===== src/hw/rtl/pss_pkg.sv =====
// Package for the 2-D particle swarm step block.
// Holds item structs, codes, queue sizing and saturation helpers; no dependencies.
`timescale 1ns / 1ps
package pss_pkg;

  localparam int SWARM_SIZE_DEFAULT = 8;
  localparam int QUEUE_DEPTH = 2;
  localparam int QPTR_W = 1;
  localparam int DRAW_MAX = 1000;
  localparam int DIVISOR = 1000;
  localparam int DIV_W = 45;
  localparam int DIV_MAG_W = 44;
  localparam int DIV_REM_W = 10;
  localparam int DIV_CHUNK_W = 22;
  localparam int DIV_RECIP_SHIFT = 38;
  localparam logic [28:0] DIV_RECIP = 29'd274877907;
  localparam logic [17:0] INERTIA_START_RESET = 18'd65536;
  localparam logic [16:0] INERTIA_DECAY_RESET = 17'd64881;
  localparam logic REG_INERTIA_START = 1'b0;
  localparam logic REG_INERTIA_DECAY = 1'b1;

  typedef enum logic [1:0] {
    CMD_LOAD      = 2'd0,
    CMD_UPDATE    = 2'd1,
    CMD_END_ROUND = 2'd2,
    CMD_UNUSED    = 2'd3
  } cmd_e;

  typedef enum logic [1:0] {
    OP_LOAD,
    OP_UPDATE,
    OP_END_ROUND,
    OP_ZERO
  } op_e;

  typedef struct packed {
    logic [1:0]         command;
    logic [2:0]         index;
    logic signed [31:0] load_x;
    logic signed [31:0] load_y;
    logic [9:0]         draw_self_x;
    logic [9:0]         draw_swarm_x;
    logic [9:0]         draw_self_y;
    logic [9:0]         draw_swarm_y;
  } in_item_t;

  typedef struct packed {
    logic signed [31:0] out_x;
    logic signed [31:0] out_y;
    logic [31:0]        out_cost;
    logic [2:0]         best_slot;
  } out_item_t;

  typedef struct packed {
    op_e                op;
    logic [2:0]         slot;
    logic signed [31:0] load_x;
    logic signed [31:0] load_y;
    logic [1:0][9:0]    r_self;
    logic [1:0][9:0]    r_swarm;
  } job_t;

  typedef struct packed {
    logic        we;
    logic        idx;
    logic [17:0] data;
  } cfg_t;

  typedef enum logic [4:0] {
    ST_IDLE,
    ST_RD,
    ST_M_INER,
    ST_M_SELF,
    ST_DIV1,
    ST_WAIT1,
    ST_DIV2,
    ST_WAIT2,
    ST_AXIS,
    ST_COST_X,
    ST_COST_Y,
    ST_COST_SUM,
    ST_COMMIT,
    ST_SCAN_RD,
    ST_SCAN_CMP,
    ST_GB_RD,
    ST_GB_SET
  } state_e;

  function automatic logic [31:0] sat32(input logic signed [35:0] v);
    logic [31:0] r;
    if ((v[35:31] == 5'b00000) || (v[35:31] == 5'b11111)) begin
      r = v[31:0];
    end else if (v[35]) begin
      r = 32'h8000_0000;
    end else begin
      r = 32'h7FFF_FFFF;
    end
    return r;
  endfunction

  function automatic logic [9:0] clamp_draw(input logic [9:0] d);
    logic [9:0] r;
    r = (d > 10'(DRAW_MAX)) ? 10'(DRAW_MAX) : d;
    return r;
  endfunction

endpackage


===== src/hw/rtl/pss_queue.sv =====
// Short job queue between front and back end.
// Depends on pss_pkg.
`timescale 1ns / 1ps
module pss_queue import pss_pkg::*; (
  input  logic clk_i,
  input  logic rst_ni,
  input  logic push_i,
  input  job_t job_i,
  input  logic pop_i,
  output job_t head_o,
  output logic empty_o,
  output logic full_o
);

  job_t              mem_q [QUEUE_DEPTH];
  logic [QPTR_W-1:0] wptr_q, rptr_q;
  logic [QPTR_W:0]   cnt_q;

  assign empty_o = (cnt_q == '0);
  assign full_o  = (cnt_q == (QPTR_W+1)'(QUEUE_DEPTH));
  assign head_o  = mem_q[rptr_q];

  always_ff @(posedge clk_i or negedge rst_ni) begin
    if (!rst_ni) begin
      wptr_q <= '0;
      rptr_q <= '0;
      cnt_q  <= '0;
    end else begin
      if (push_i) wptr_q <= wptr_q + 1'b1;
      if (pop_i) rptr_q <= rptr_q + 1'b1;
      if (push_i && !pop_i) cnt_q <= cnt_q + 1'b1;
      else if (pop_i && !push_i) cnt_q <= cnt_q - 1'b1;
    end
  end

  always_ff @(posedge clk_i) begin
    if (push_i) mem_q[wptr_q] <= job_i;
  end

endmodule


===== config.mk =====
export PLATFORM = sky130hd
export DESIGN_NAME = pss_queue
export DESIGN_NICKNAME = d
export VERILOG_FILES = /design/src/hw/rtl/pss_pkg.sv /design/src/hw/rtl/pss_queue.sv
export SDC_FILE = /design/constraint.sdc
export NUM_CORES = 1
export LEC_CHECK = 0
export BUFFER_PORTS_ARGS = -buffer_cell sky130_fd_sc_hd__clkbuf_2
export CAP_MARGIN = 10
export CELL_PAD_IN_SITES_DETAIL_PLACEMENT = 0
export CELL_PAD_IN_SITES_GLOBAL_PLACEMENT = 1
export CORE_ASPECT_RATIO = 1.2
export CORE_MARGIN = 3
export CORE_UTILIZATION = 40
export CTS_BUF_LIST = sky130_fd_sc_hd__clkbuf_16
export DETAILED_ROUTE_END_ITERATION = 7
export PLACE_DENSITY_LB_ADDON = 0.1
export SLEW_MARGIN = 20
export SYNTH_ARGS = -nofsm -noshare
export SYNTH_HDL_FRONTEND = slang
export SYNTH_SLANG_ARGS = --single-unit

===== constraint.sdc =====
create_clock -name clk_i -period 5.45 [get_ports clk_i]
set_clock_uncertainty 0.1 [all_clocks]
set_input_delay 0.2725 -clock clk_i [delete_from_list [all_inputs] [get_ports clk_i]]
set_output_delay 0.2725 -clock clk_i [all_outputs]
set_load 0.01 [all_outputs]

After elaboration in Yosys (flattened, before gate mapping)
Memory sizes are Yosys's and may differ from the RTL's.
Index checks and enable logic that the tools add are counted.
{"block": "op_classes", "addsub": 4, "n_mul": 0, "div": 0, "n_lt_le_gt_ge": 0, "n_eq_ne": 1, "shift": 0, "mux": 4, "n_bitwise": 0, "reduce_logical": 6}
{"operator": "$mux 2", "n": 2}
{"operator": "$add 1x1->1 const B", "n": 2}
{"operator": "$add 2x1->2 const B", "n": 1}
{"operator": "$eq 2x2->1 const B", "n": 1}
{"operator": "$logic_and 1x1->1", "n": 2}
{"operator": "$logic_not 1->1", "n": 2}
{"operator": "$logic_not 2->1", "n": 1}
{"operator": "$mux 1", "n": 2}
{"operator": "$reduce_bool 2->1", "n": 1}
{"operator": "$sub 2x1->2 const B", "n": 1}
{"block": "word_totals", "register_bits": 4, "latchBits": 0, "mem_bits_rw": 218, "rom_bits": 0, "output_inout_bits": 111, "wordCells": 19, "memories": 1}
{"memory": "mem_q", "words": 2, "word_bits": 109, "rd": 1, "rd_ports_with_merged_regs": 0, "write_ports": 1, "line": "pss_queue.sv:15", "source": "job_t mem_q [QUEUE_DEPTH];"}

Longest topological paths before layout
{"block": "logic_depth", "ltp_word": 4, "ltp_mapped": 5, "depth_no_buf": 5}

Worst setup path before layout
Ideal clock, no wire load.
{"block": "synth_path", "path_kind": "register to register", "start": "register wptr_q", "end": "memory mem_q[0][0] in the netlist's numbering, enable pin", "setup_ns": 0.591, "arrival_time_ns": 5.224, "required_time_ns": 4.759, "slack_ns": -0.465, "path_stages_with_launch": 2, "n_path_buf": 0, "synth_period_minus_slack_ns": 5.915, "path_cell_list": "dfrtp_1 nor2b_1"}
{"element": "start: declaration", "line": "pss_queue.sv:16", "source": "logic [QPTR_W-1:0] wptr_q, rptr_q;"}
{"element": "start signal: assignment", "line": "pss_queue.sv:29", "source": "if (push_i) wptr_q <= wptr_q + 1'b1;"}
{"element": "end: declaration", "line": "pss_queue.sv:15"}
Straight into the memory's write port.

==> results.json <==
{
  "status": "complete, no violations",
  "tightestPinTransition_ns": 1.04,
  "yosys-top-cells-area": "edfxtp_1 77%, mux2_4 18%, buf_12 2.3%",
  "start_util_pct": 41.5,
  "synth-seq-area-share_pct": 77.7,
  "cts.sinks": 222,
  "grt_start_max_net_pins": 75,
  "cts_buffers": 22,
  "final_cell_count_no_fill": 986,
  "rows": 57,
  "die_x_um": 139,
  "n_fill_cell": 1640,
  "root_buffer": "clkbuf_16",
  "endpoint_kind": "output port",
  "worstPathArrival_ns": 2.62,
  "cts_tree": "done",
  "gp_congestion": 0.713,
  "drc": 0,
  "p_leak_nw": 4.78,
  "hpwl_mm": 10.5,
  "hold_viol": 0,
  "die_h_um": 166,
  "min_period_ns": 2.99,
  "slew_headroom_pct": 30.4,
  "path_class": "flip-flop to output port",
  "met1_usage_pct": 16.6,
  "num-nets-final": 820,
  "p_switching_w": 0.00155,
  "clk_pin_slew_worst_paths_ns": 0.06,
  "cp.required_ns": 5.08,
  "p_per_area_nw_per_um2": 479,
  "drive_gt1_share_pct": 50.9,
  "final.setup.worst_slack_ns": 2.46,
  "rsz0062_at_grt": "false",
  "p_int_w": 0.00403,
  "post-place-cells": 835,
  "antenna_found_initial": 1,
  "dp_slack_ns": 2.97,
  "grt_pass1_wl_mm": 25.2,
  "slew_violations": 0,
  "firstDrtPassIters": 4,
  "viasPerCell": 4.50,
  "synth_top_area_cell": "edfxtp_1",
  "diodes": 0,
  "area_delta_synth_final_pct": 36.3,
  "setup_viol": 0,
  "first_global_vias": 4746,
  "wl_per_cell_um": 16.7,
  "drtIter0Drc": 168,
  "yosysWarningCount": 0,
  "power_frac_clock_pct": 25.7,
  "period_share_pct": 54.8,
  "grt_overflow": 0,
  "vdd_drop_max_v": 0.000488,
  "pwr-share-seq_pct": 43.9,
  "cts_max_level": 1,
  "syn_inst": 355,
  "worstPathMaxFanout": 61,
  "synth.cell_area_um2": 8550,
  "core_um2": 20600,
  "start_kind": "flip-flop",
  "rr_worst_depth": 2,
  "worst_hold_path_type": "input pin to asynchronous set/reset pin",
  "regToRegStartpoint": "wptr_q",
  "ys_seq_elements": 222,
  "port_buffers": 223,
  "holdWs_ns": 0.0461,
  "syn-num-nets": 469,
  "synth_top_area_share_pct": 76.5,
  "post-cts-setup-buffers": 0,
  "grt_busiest_layer": "met2",
  "switching_share_pct": 27.7,
  "postSynthAreaPerCell_um2": 24.1,
  "drv_cap": 0,
  "synth_cell_type_count": 14,
  "grtUsageMet2_pct": 23.6,
  "drt.antenna.violating_nets": 0,
  "timing.setup.tns_ns": 0,
  "rrSetupSlack_ns": 3.04,
  "share_comb_of_total_power_pct": 30.4,
  "die_area_um2": 23200,
  "use_met3_pct": 4.15,
  "fmax_ghz": 0.335,
  "track_usage_pct": 13.7,
  "pin_count": 224,
  "vias": 4437,
  "cts_buffer_depth": 3,
  "r2r_end": "mem_q[1][54]",
  "clkLatencyLatePin_ns": 0.48,
  "drt_wl_total_mm": 16.5
}
## worst max-delay path, stage by stage, from the launching register on
cell      delay [ns]
dfrtp_4         1.01
buf_12          0.44
mux2_4          0.35
clkbuf_2        0.15
## layout by cell type (no fill, tap or decap)
cell	count
xnor2_1	1
buf_12	1
clkbuf_2	223
xor2_1	4
ha_1	1
dfrtp_4	1
and2_4	1
nor2_1	2
mux2_2	9
mux2_4	100
clkinv_1	6
inv_1	6
bufinv_16	2
clkbuf_16	23
dfrtp_1	3
dlygate4sd3_1	112
clkinv_2	3
buf_4	3
edfxtp_1	218
nor2b_1	1
nor2b_4	1
## worst max path at each step
| stage | from | endpoint | slack (ns) | cells past startpoint |
|---|---|---|---|---|
| floorplan | wptr_q | mem_q[0][0] | 1.67 | 1 |
| global placement | rptr_q | head_o[23] | 2.98 | 3 |
| detailed placement | rptr_q | head_o[23] | 2.97 | 3 |
| CTS | rptr_q | head_o[23] | 2.44 | 3 |
| global route | rptr_q | head_o[71] | 2.34 | 3 |
| finish | rptr_q | head_o[71] | 2.46 | 3 |
## flip-flops by register name, indices dropped and copies added (netlist names)
name,flops
mem_q,218
cnt_q,2
rptr_q,1
wptr_q,1
## layout make-up
type                            instances  area (µm²)  area share, %
Multi-Input combinational cell        120        1700           14.5
Clock buffer                           23         576           4.94
Inverter                                1        3.75         0.0322
Clock inverter                         16         116          0.999
Sequential cell                       222        6650           57.1
Tap cell                              265         332           2.85
Timing Repair Buffer                  339        2280           19.6
## routing by layer
layer / vias to the layer above / part of all wire, %
met5: - / 0.079
met3: 25 / 7.4
met1: 2154 / 39
met2: 149 / 51
li1: 2107 / -
met4: 2 / 2.1
## cell usage after synthesis, drive strengths merged
cell type,count
and2,1
buf,12
dfrtp,4
edfxtp,218
ha,1
inv,1
mux2,109
nor2,2
nor2b,2
xnor2,1
xor2,4
## power by group through the flow
stage | registers (W) | clock network, W | logic (W)
floorplan | 0.00239 | 0 | 0.00132
CTS | 0.00246 | 0.00149 | 0.00174
detailed placement | 0.00249 | 0 | 0.00167
finish | 0.00245 | 0.00143 | 0.00170
global route | 0.00249 | 0.00156 | 0.00182
global placement | 0.00248 | 0 | 0.00166
## cell families after synthesis
kind of cell / Yosys count / synth area share (%)
flops: 222 / 77.7
fa+ha+maj: 1 / 0.146
simple gates: 5 / 0.307
buf+inv: 13 / 2.57
mux: 109 / 18.7
xor+xnor: 5 / 0.512
## metrics by stage
| step | power, W | instance area (µm²) | utilization [%] |
|---|---|---|---|
| 5_1_grt | 0.00587 | 11700 | 56.5 |
| 3_3_place_gp | 0.00414 | 9840 | 47.7 |
| 2_1_floorplan | 0.00371 | 8550 | - |
| 6_report | 0.00558 | 11700 | 56.5 |
| 3_5_place_dp | 0.00416 | 9840 | 47.7 |
| 4_1_cts | 0.00569 | 11700 | 56.5 |
## what timing repair did
action                    4_1_cts  5_1_grt
gates resized for setup         0        0
hold endpoints to repair      224        0
hold buffers                  112        0
No activity file was read; power rests on OpenSTA's default activity.
