### src/hw/rtl/pss_pkg.sv
// Package for the 2-D particle swarm step block.
// Holds item structs, codes, queue sizing and saturation helpers; no dependencies.
`timescale 1ns / 1ps
package pss_pkg;

  localparam int SWARM_SIZE_DEFAULT = 8;
  localparam int QUEUE_DEPTH = 2;
  localparam int QPTR_W = 1;
  localparam int DRAW_MAX = 1000;
  localparam int DIVISOR = 1000;
  localparam int DIV_W = 45;
  localparam int DIV_MAG_W = 44;
  localparam int DIV_REM_W = 10;
  localparam int DIV_CHUNK_W = 22;
  localparam int DIV_RECIP_SHIFT = 38;
  localparam logic [28:0] DIV_RECIP = 29'd274877907;
  localparam logic [17:0] INERTIA_START_RESET = 18'd65536;
  localparam logic [16:0] INERTIA_DECAY_RESET = 17'd64881;
  localparam logic REG_INERTIA_START = 1'b0;
  localparam logic REG_INERTIA_DECAY = 1'b1;

  typedef enum logic [1:0] {
    CMD_LOAD      = 2'd0,
    CMD_UPDATE    = 2'd1,
    CMD_END_ROUND = 2'd2,
    CMD_UNUSED    = 2'd3
  } cmd_e;

  typedef enum logic [1:0] {
    OP_LOAD,
    OP_UPDATE,
    OP_END_ROUND,
    OP_ZERO
  } op_e;

  typedef struct packed {
    logic [1:0]         command;
    logic [2:0]         index;
    logic signed [31:0] load_x;
    logic signed [31:0] load_y;
    logic [9:0]         draw_self_x;
    logic [9:0]         draw_swarm_x;
    logic [9:0]         draw_self_y;
    logic [9:0]         draw_swarm_y;
  } in_item_t;

  typedef struct packed {
    logic signed [31:0] out_x;
    logic signed [31:0] out_y;
    logic [31:0]        out_cost;
    logic [2:0]         best_slot;
  } out_item_t;

  typedef struct packed {
    op_e                op;
    logic [2:0]         slot;
    logic signed [31:0] load_x;
    logic signed [31:0] load_y;
    logic [1:0][9:0]    r_self;
    logic [1:0][9:0]    r_swarm;
  } job_t;

  typedef struct packed {
    logic        we;
    logic        idx;
    logic [17:0] data;
  } cfg_t;

  typedef enum logic [4:0] {
    ST_IDLE,
    ST_RD,
    ST_M_INER,
    ST_M_SELF,
    ST_DIV1,
    ST_WAIT1,
    ST_DIV2,
    ST_WAIT2,
    ST_AXIS,
    ST_COST_X,
    ST_COST_Y,
    ST_COST_SUM,
    ST_COMMIT,
    ST_SCAN_RD,
    ST_SCAN_CMP,
    ST_GB_RD,
    ST_GB_SET
  } state_e;

  function automatic logic [31:0] sat32(input logic signed [35:0] v);
    logic [31:0] r;
    if ((v[35:31] == 5'b00000) || (v[35:31] == 5'b11111)) begin
      r = v[31:0];
    end else if (v[35]) begin
      r = 32'h8000_0000;
    end else begin
      r = 32'h7FFF_FFFF;
    end
    return r;
  endfunction

  function automatic logic [9:0] clamp_draw(input logic [9:0] d);
    logic [9:0] r;
    r = (d > 10'(DRAW_MAX)) ? 10'(DRAW_MAX) : d;
    return r;
  endfunction

endpackage

### src/hw/rtl/pss_front.sv
// Front end: classifies an incoming command into a job and clamps the draws.
// Depends on pss_pkg.
`timescale 1ns / 1ps
module pss_front import pss_pkg::*; #(
  parameter int SWARM_SIZE = SWARM_SIZE_DEFAULT
) (
  input  in_item_t item_i,
  output job_t     job_o
);

  logic in_range;

  always_comb begin
    in_range = ({29'b0, item_i.index} < 32'(SWARM_SIZE));
    job_o.slot = item_i.index;
    job_o.load_x = item_i.load_x;
    job_o.load_y = item_i.load_y;
    job_o.r_self[0] = clamp_draw(item_i.draw_self_x);
    job_o.r_self[1] = clamp_draw(item_i.draw_self_y);
    job_o.r_swarm[0] = clamp_draw(item_i.draw_swarm_x);
    job_o.r_swarm[1] = clamp_draw(item_i.draw_swarm_y);
    case (cmd_e'(item_i.command))
      CMD_LOAD: begin
        job_o.op = in_range ? OP_LOAD : OP_ZERO;
      end
      CMD_UPDATE: begin
        job_o.op = in_range ? OP_UPDATE : OP_ZERO;
      end
      CMD_END_ROUND: begin
        job_o.op = OP_END_ROUND;
      end
      default: begin
        job_o.op = OP_ZERO;
        job_o.slot = 3'd0;
      end
    endcase
  end

endmodule

### config.mk
export PLATFORM = sky130hd
export DESIGN_NAME = pss_front
export DESIGN_NICKNAME = d
export VERILOG_FILES = /design/src/hw/rtl/pss_pkg.sv /design/src/hw/rtl/pss_front.sv
export SDC_FILE = /design/constraint.sdc
export NUM_CORES = 1
export LEC_CHECK = 0
export ABC_AREA = 1
export CAP_MARGIN = 20
export CORE_AREA = 5 5 82 84
export DETAILED_ROUTE_END_ITERATION = 6
export DIE_AREA = 0 0 87 89
export DONT_BUFFER_PORTS = 1
export PLACE_DENSITY_LB_ADDON = 0.25
export SLEW_MARGIN = 25
export SYNTH_ARGS = -nofsm -noshare
export SYNTH_HDL_FRONTEND = slang
export SYNTH_SLANG_ARGS = --single-unit
### constraint.sdc
create_clock -name vclk -period 0.8
set_input_delay 0.08 -clock vclk [all_inputs]
set_output_delay 0.08 -clock vclk [all_outputs]
set_load 0.01 [all_outputs]
# Word level (Yosys, flattened, before mapping)
# Cells that the tools add are included.
dict set report totals {
  memories 0
  ram_bits 0
  output_inout_bits 109
  wordCells 14
  latchBits 0
  inputBits 109
  register_bits 0
  rom_bits 0
}
dict set report op_classes {
  n_mux 6
  n_reduce_logical 2
  shift 0
  n_eq_ne 2
  n_bitwise 0
  order_cmp 4
  add_sub_neg 0
  n_div 0
  multipliers 0
}
# cell n
set op_table {}
lappend op_table {{10-bit > comparator (second input constant)} 4}
lappend op_table {{10-bit 2-to-1 mux} 4}
lappend op_table {{2-bit case mux with 3 select lines} 1}
lappend op_table {{3-bit 2-to-1 mux} 1}
lappend op_table {{3-bit OR reduction} 1}
lappend op_table {{2-bit by 1-bit == test with 1-bit output (second input constant)} 1}
lappend op_table {{2-bit == test (second input constant)} 1}
lappend op_table {{2-bit logical NOT} 1}

# Depth between registers and ports, before layout
# Gate-level depths: netlist of the first run.
dict set report logic_depth {
  ltp_word 3
  mapped_depth 6
  ltp_nobuf 6
}

# Least setup slack after synthesis of the first run
# OpenSTA, ideal clock, no wires.
dict set report synth_path {
  path_kind {input -> output}
  startpoint {input item_i[21] in the netlist's numbering}
  endpoint {output job_o[0] in the netlist's numbering}
  arrival_ns 0.592
  cell_stages 5
  required_time_ns 0.720
  setup_slack_ns 0.128
  n_path_buf 0
  cell_sequence {inv_1 -> nand2_1 -> nor2_1 -> nand2_2 -> a21oi_1}
}
# item line_no
set synth_lines {}
lappend synth_lines {{start, declared} pss_front.sv:7} ;# input in_item_t item_i,
lappend synth_lines {{end, declared} pss_front.sv:8} ;# output job_t job_o

==> key figures, run 1 <==
Power
  • Total Power: around 0.00019 W
  • Max IR drop VDD: between 0.06 and 0.07 mV
  • Leakage power: between 0.2 and 0.25 nW
  • Pwr Density: ~340 nW/µm²

Timing
  • FMAX: between 1000 and 1500 MHz
  • Tmin final: about 0.76 ns
  • Slew HR: between 70 and 80%
  • Fin crit share: a little over nine tenths
  • Post-route setup slack: roughly 0.040 ns
  • Fin. max-slew vios: 0
  • Worst-margin pin slew: 0.422 ns
  • Fin. Hold Viols: 0
  • Final setup violation count: 0
  • Final Hold Slack: 0.160 ns
  • Final TNS setup: 0 ns
  • RSZ-0062 raised after global routing: yes

Drt
  • Antenna-violating nets left: 0
  • Initial drt markers: 10
  • Routed wire length: a little over 2 mm
  • DR WL/cell: 13.0 µm
  • DRC: 0
  • DR vias/cell: about 3.8
  • Vias post-DR: 610
  • Drt pass-1 iters: 2

Synth
  • Syn nets: between 200 and 300
  • Yosys warning total: 0
  • Synth top area share: between 40 and 50%
  • Synth area leader: buf_4
  • Post-Syn Area: around 1000 µm²
  • Top cells by count, synth: buf_4 (64), nand2_1 (23), clkbuf_1 (22)
  • Most instantiated library cell after synthesis: buf_4
  • Cell variety after synth: 16
  • Post-synthesis sequential area ratio: 0%
  • Top cells by area, synth: buf_4 (47%), nand2_1 (8.4%), clkbuf_1 (8.1%)
  • Post-Syn Instances: 169
  • Post-Syn Area per Cell: between 6 and 7 µm²

Global routing
  • Gr ovfl total: 0
  • Largest net degree at the start of global routing: 6
  • Initial antenna violation count: 0
  • Total track usage: under 10%
  • Vias in the first global route: 628
  • Global-route wire length before repair: about 2.7 mm

Cells and area
  • Area of the multi-input gates: 392 µm²
  • Nets@finish: 195
  • Fillers: roughly 700
  • FF+latch count: 0
  • Number of clock buffers in the layout: 0
  • Reg area: 0 µm²
  • Finished Core Util: under 10%
  • Layout area overhead: -45.2%
  • Layout cells sized above 1: 26.2%
  • N_diodes: 0

Critical path
  • Startpoint types: input pin
  • Critical setup path kind: in2out
  • Bufs and invs on worst path: 0
  • Crit path max-delay family: compound AO/OA/AOI/OAI gates
  • Arrival @ worst endpoint: 0.68 ns
  • CP cell instances: o21ai_1, nor2_4, a21boi_1
  • Max stage delay on crit path: about 0.29 ns
  • CP Max Fanout: 5
  • Data required, critical path: just over 0.7 ns
  • Slowest CP cell: a21boi_1
  • Crit. End Element: primary output

Clock network
  • CTS resizes: 0
  • Total setup buffers inserted after CTS: 0
  • Post-CTS Hold Fix Bufs: 0

Floorplanning
  • Core Area: between 5000 and 6000 µm²
  • Die Y: between 80 and 90 µm
  • I/O pin count: approximately 220
  • Initial Util: ~17%
  • # rows: 28
  • Floorplan die width: roughly 87 µm
  • Full die area: 7740 µm²

Place
  • IO buf count: 0
  • GP Congestion: roughly 0.75
  • HPWL after detailed placement: about 1.9 mm
  • Place WS: around 0.026 ns

Outcome
  • Status: completed

Min path
  • Worst hold path class: in2out

Flow run
  • Max Cap Violations: 0
-- through the flow --
stage          cells  instance area [µm²]
6_report         159                  561
5_1_grt          159                  561
4_1_cts          159                  561
3_5_place_dp     159                  561
3_3_place_gp     159                  561
2_1_floorplan    169                 1020
-- final timing paths --
check  cells after the start  slack (ns)   endpoint       start
max                        3        0.04  job_o[30]  item_i[14]
min                        0        0.16  job_o[41]  item_i[41]
-- cells in the final DEF, fill, tap and decap left out --
| cell type | Yosys | final |
|---|---|---|
| nor2_1 | 4 | 4 |
| a21boi_2 | 2 | 2 |
| nor2_4 | 5 | 5 |
| nand2_2 | 1 | 1 |
| nand2_1 | 23 | 23 |
| nor2_2 | 6 | 6 |
| nand3_2 | 3 | 3 |
| a21boi_0 | 3 | 3 |
| a21boi_1 | 10 | 10 |
| buf_4 | 64 | 1 |
| inv_2 | 4 | 4 |
| a21oi_1 | 4 | 4 |
| inv_1 | 14 | 14 |
| o21ai_1 | 3 | 3 |
| nand3_1 | 1 | 1 |
-- final cells by class --
class,instances,area share [%]
Multi-Input combinational cell,65,69.9
Timing Repair Buffer,1,1.34
Inverter,18,12.1
Tap cell,75,16.7
-- cell families after synthesis --
logic type,share of synthesized area (%)
buffers and inverters,61.7
AO/OA/AOI/OAI,15.2
AND/OR/NAND/NOR,23.1
-- layer usage --
layer / GRT usage, % / up-vias / routed length (µm)
met1: 3.27 / 252 / 529
met4: 2.69 / 0 / 87
met5: 0 / - / 0
met3: 2.95 / 22 / 383
met2: 7.52 / 73 / 1070
li1: - / 263 / -
-- report_power, final --
part,internal (W),switching (W)
Sequential,0,0
Clock,0,0
Combinational,0.0000697,0.000123
Total,0.0000697,0.000123
No activity file was read; power rests on OpenSTA's default activity.
==> run 2: changes to the inputs <==
==> constraint.sdc (replaced) <==
create_clock -name vclk -period 0.9
set_input_delay 0.09 -clock vclk [all_inputs]
set_output_delay 0.09 -clock vclk [all_outputs]
set_load 0.01 [all_outputs]
==> run 2 against run 1 <==
Routed wire length shrank 1.7%. Combinational power shrank 14%. Worst hold slack gained 0.020 ns. Non-clock buffer count shrank 1. Power shrank 14%. Critical endpoint is now job_o[31]. Largest power group unchanged. Cell count shrank 0.63%. Worst setup slack gained 0.089 ns. Via count shrank 2.6%. First-iteration DRC count grew 60%. Critical path type unchanged.
==> key figures, run 2 (same netlist as run 1, synthesis figures left out) <==
Global routing
  • Total track usage: 4.05% (-0.15 points)
  • Initial antenna violation count: 0 (unchanged)
  • Gr ovfl total: 0 (unchanged)
  • Largest net degree at the start of global routing: 6 (unchanged)
  • Vias in the first global route: 593 (-5.6%)
  • Global-route wire length before repair: 2.61 mm (-4.3%)

Critical path
  • Startpoint types: input pin
  • Critical setup path kind: in2out
  • Data required, critical path: 0.81 ns (+0.09 ns)
  • Arrival @ worst endpoint: 0.68 ns (about the same)
  • CP Max Fanout: 5 (unchanged)
  • Crit. End Element: primary output

Cells and area
  • Fin area: 553 µm² (-1.3%)
  • Reg area: 0 µm² (unchanged)
  • Nets@finish: 194 (-0.51%)
  • Number of clock buffers in the layout: 0 (unchanged)
  • FF+latch count: 0 (unchanged)
  • Layout area overhead: -45.9%
  • Post-Layout Cell Count: 158 (-0.63%)
  • N_diodes: 0 (unchanged)
  • Most frequent cells in the layout: nand2_1 (23), inv_1 (14), a21boi_1 (10)
  • Layout cells sized above 1: 25.3% (-0.89 points)
  • Finished Core Util: 9.45% (-0.13 points)
  • Commonest non-fill, non-tap cell in the layout: nand2_1

Flow run
  • Max Cap Violations: 0 (unchanged)

Drt
  • Routed wire length: 2.04 mm (-1.7%)
  • Initial drt markers: 16 (+6)
  • Drt pass-1 iters: 4 (+2)
  • DR vias/cell: 3.76 (-2.0%)
  • Antenna-violating nets left: 0 (unchanged)
  • DR WL/cell: 12.9 µm (-1.1%)
  • Vias post-DR: 594 (-2.6%)
  • DRC: 0 (unchanged)

Floorplanning
  • Full die area: 7740 µm² (unchanged)
  • Core Area: 5850 µm² (unchanged)
  • # rows: 28 (unchanged)
  • Floorplan die width: 87 µm (unchanged)
  • Initial Util: 17.5% (unchanged)
  • I/O pin count: 218 (unchanged)
  • Die Y: 89 µm (unchanged)

Power
  • Max IR drop VDD: 0.0586 mV (-11%)
  • Pwr Density: 301 nW/µm² (-13%)
  • Leakage power: 0.243 nW (-2.0%)

Min path
  • Hold Crit Depth: 0 (unchanged)
  • Worst hold path class: in2out

Timing
  • FMAX: 1300 MHz
  • Final Hold Slack: 0.180 ns (+0.0200 ns)
  • Final setup violation count: 0 (unchanged)
  • Slew HR: 71.3% (-0.30 points)
  • Tmin final: slightly below 0.8 ns
  • Final TNS setup: 0 ns (unchanged)
  • Fin. max-slew vios: 0 (unchanged)
  • Fin crit share: 85.7%
  • Fin. Hold Viols: 0 (unchanged)
  • RSZ-0062 raised after global routing: no
  • Worst-margin pin slew: 0.426 ns (+0.00451 ns)

Clock network
  • Post-CTS Hold Fix Bufs: 0 (unchanged)
  • CTS resizes: 0 (unchanged)
  • Total setup buffers inserted after CTS: 0 (unchanged)

Place
  • Placed Area: 553 µm² (-1.3%)
  • HPWL after detailed placement: 1.82 mm (-1.7%)
  • GP Congestion: 0.747 (-0.82%)
  • Placed cell count: 158 (-0.63%)
  • IO buf count: 0 (unchanged)

Outcome
  • Status: completed
run 2: changes by cell type in the layout (fill, tap and decap cells not counted):
cell,change
buf_4,-1
run 2: per-stage QoR:
step           total power (W)  setup slack, ns
6_report              0.000166            0.129
3_3_place_gp          0.000172           0.0931
5_1_grt               0.000187           0.0646
4_1_cts               0.000170            0.103
2_1_floorplan         0.000504            0.208
3_5_place_dp          0.000170            0.104
run 2: area by class of cell:
class / count / area (µm²)
well taps: 75 / 93.8
inverters: 18 / 67.6
multi-input cells: 65 / 392
fillers: 678 / 5300
run 2: report_power, final:
part / internal (W) / switching, W / leakage, nW / total [W]
registers: 0 / 0 / 0 / 0
clock network: 0 / 0 / 0 / 0
logic: 0.0000586 / 0.000108 / 0.243 / 0.000166
run 2: critical path: stages:
cell	delay, ns
nor2_1	0.13
nand3_2	0.15
a21boi_1	0.31
run 2: final timing paths:
check / to / slack [ns] / startpoint
max: job_o[31] / 0.13 / item_i[10]
min: job_o[41] / 0.18 / item_i[41]
run 2: per-layer routing:
layer	vias to the layer above	routed length [µm]	global-route usage [%]
met2	74	1080	7.45
met4	0	87	2.69
met3	22	388	2.86
met5	-	0	0
met1	237	487	2.94
li1	261	-	-
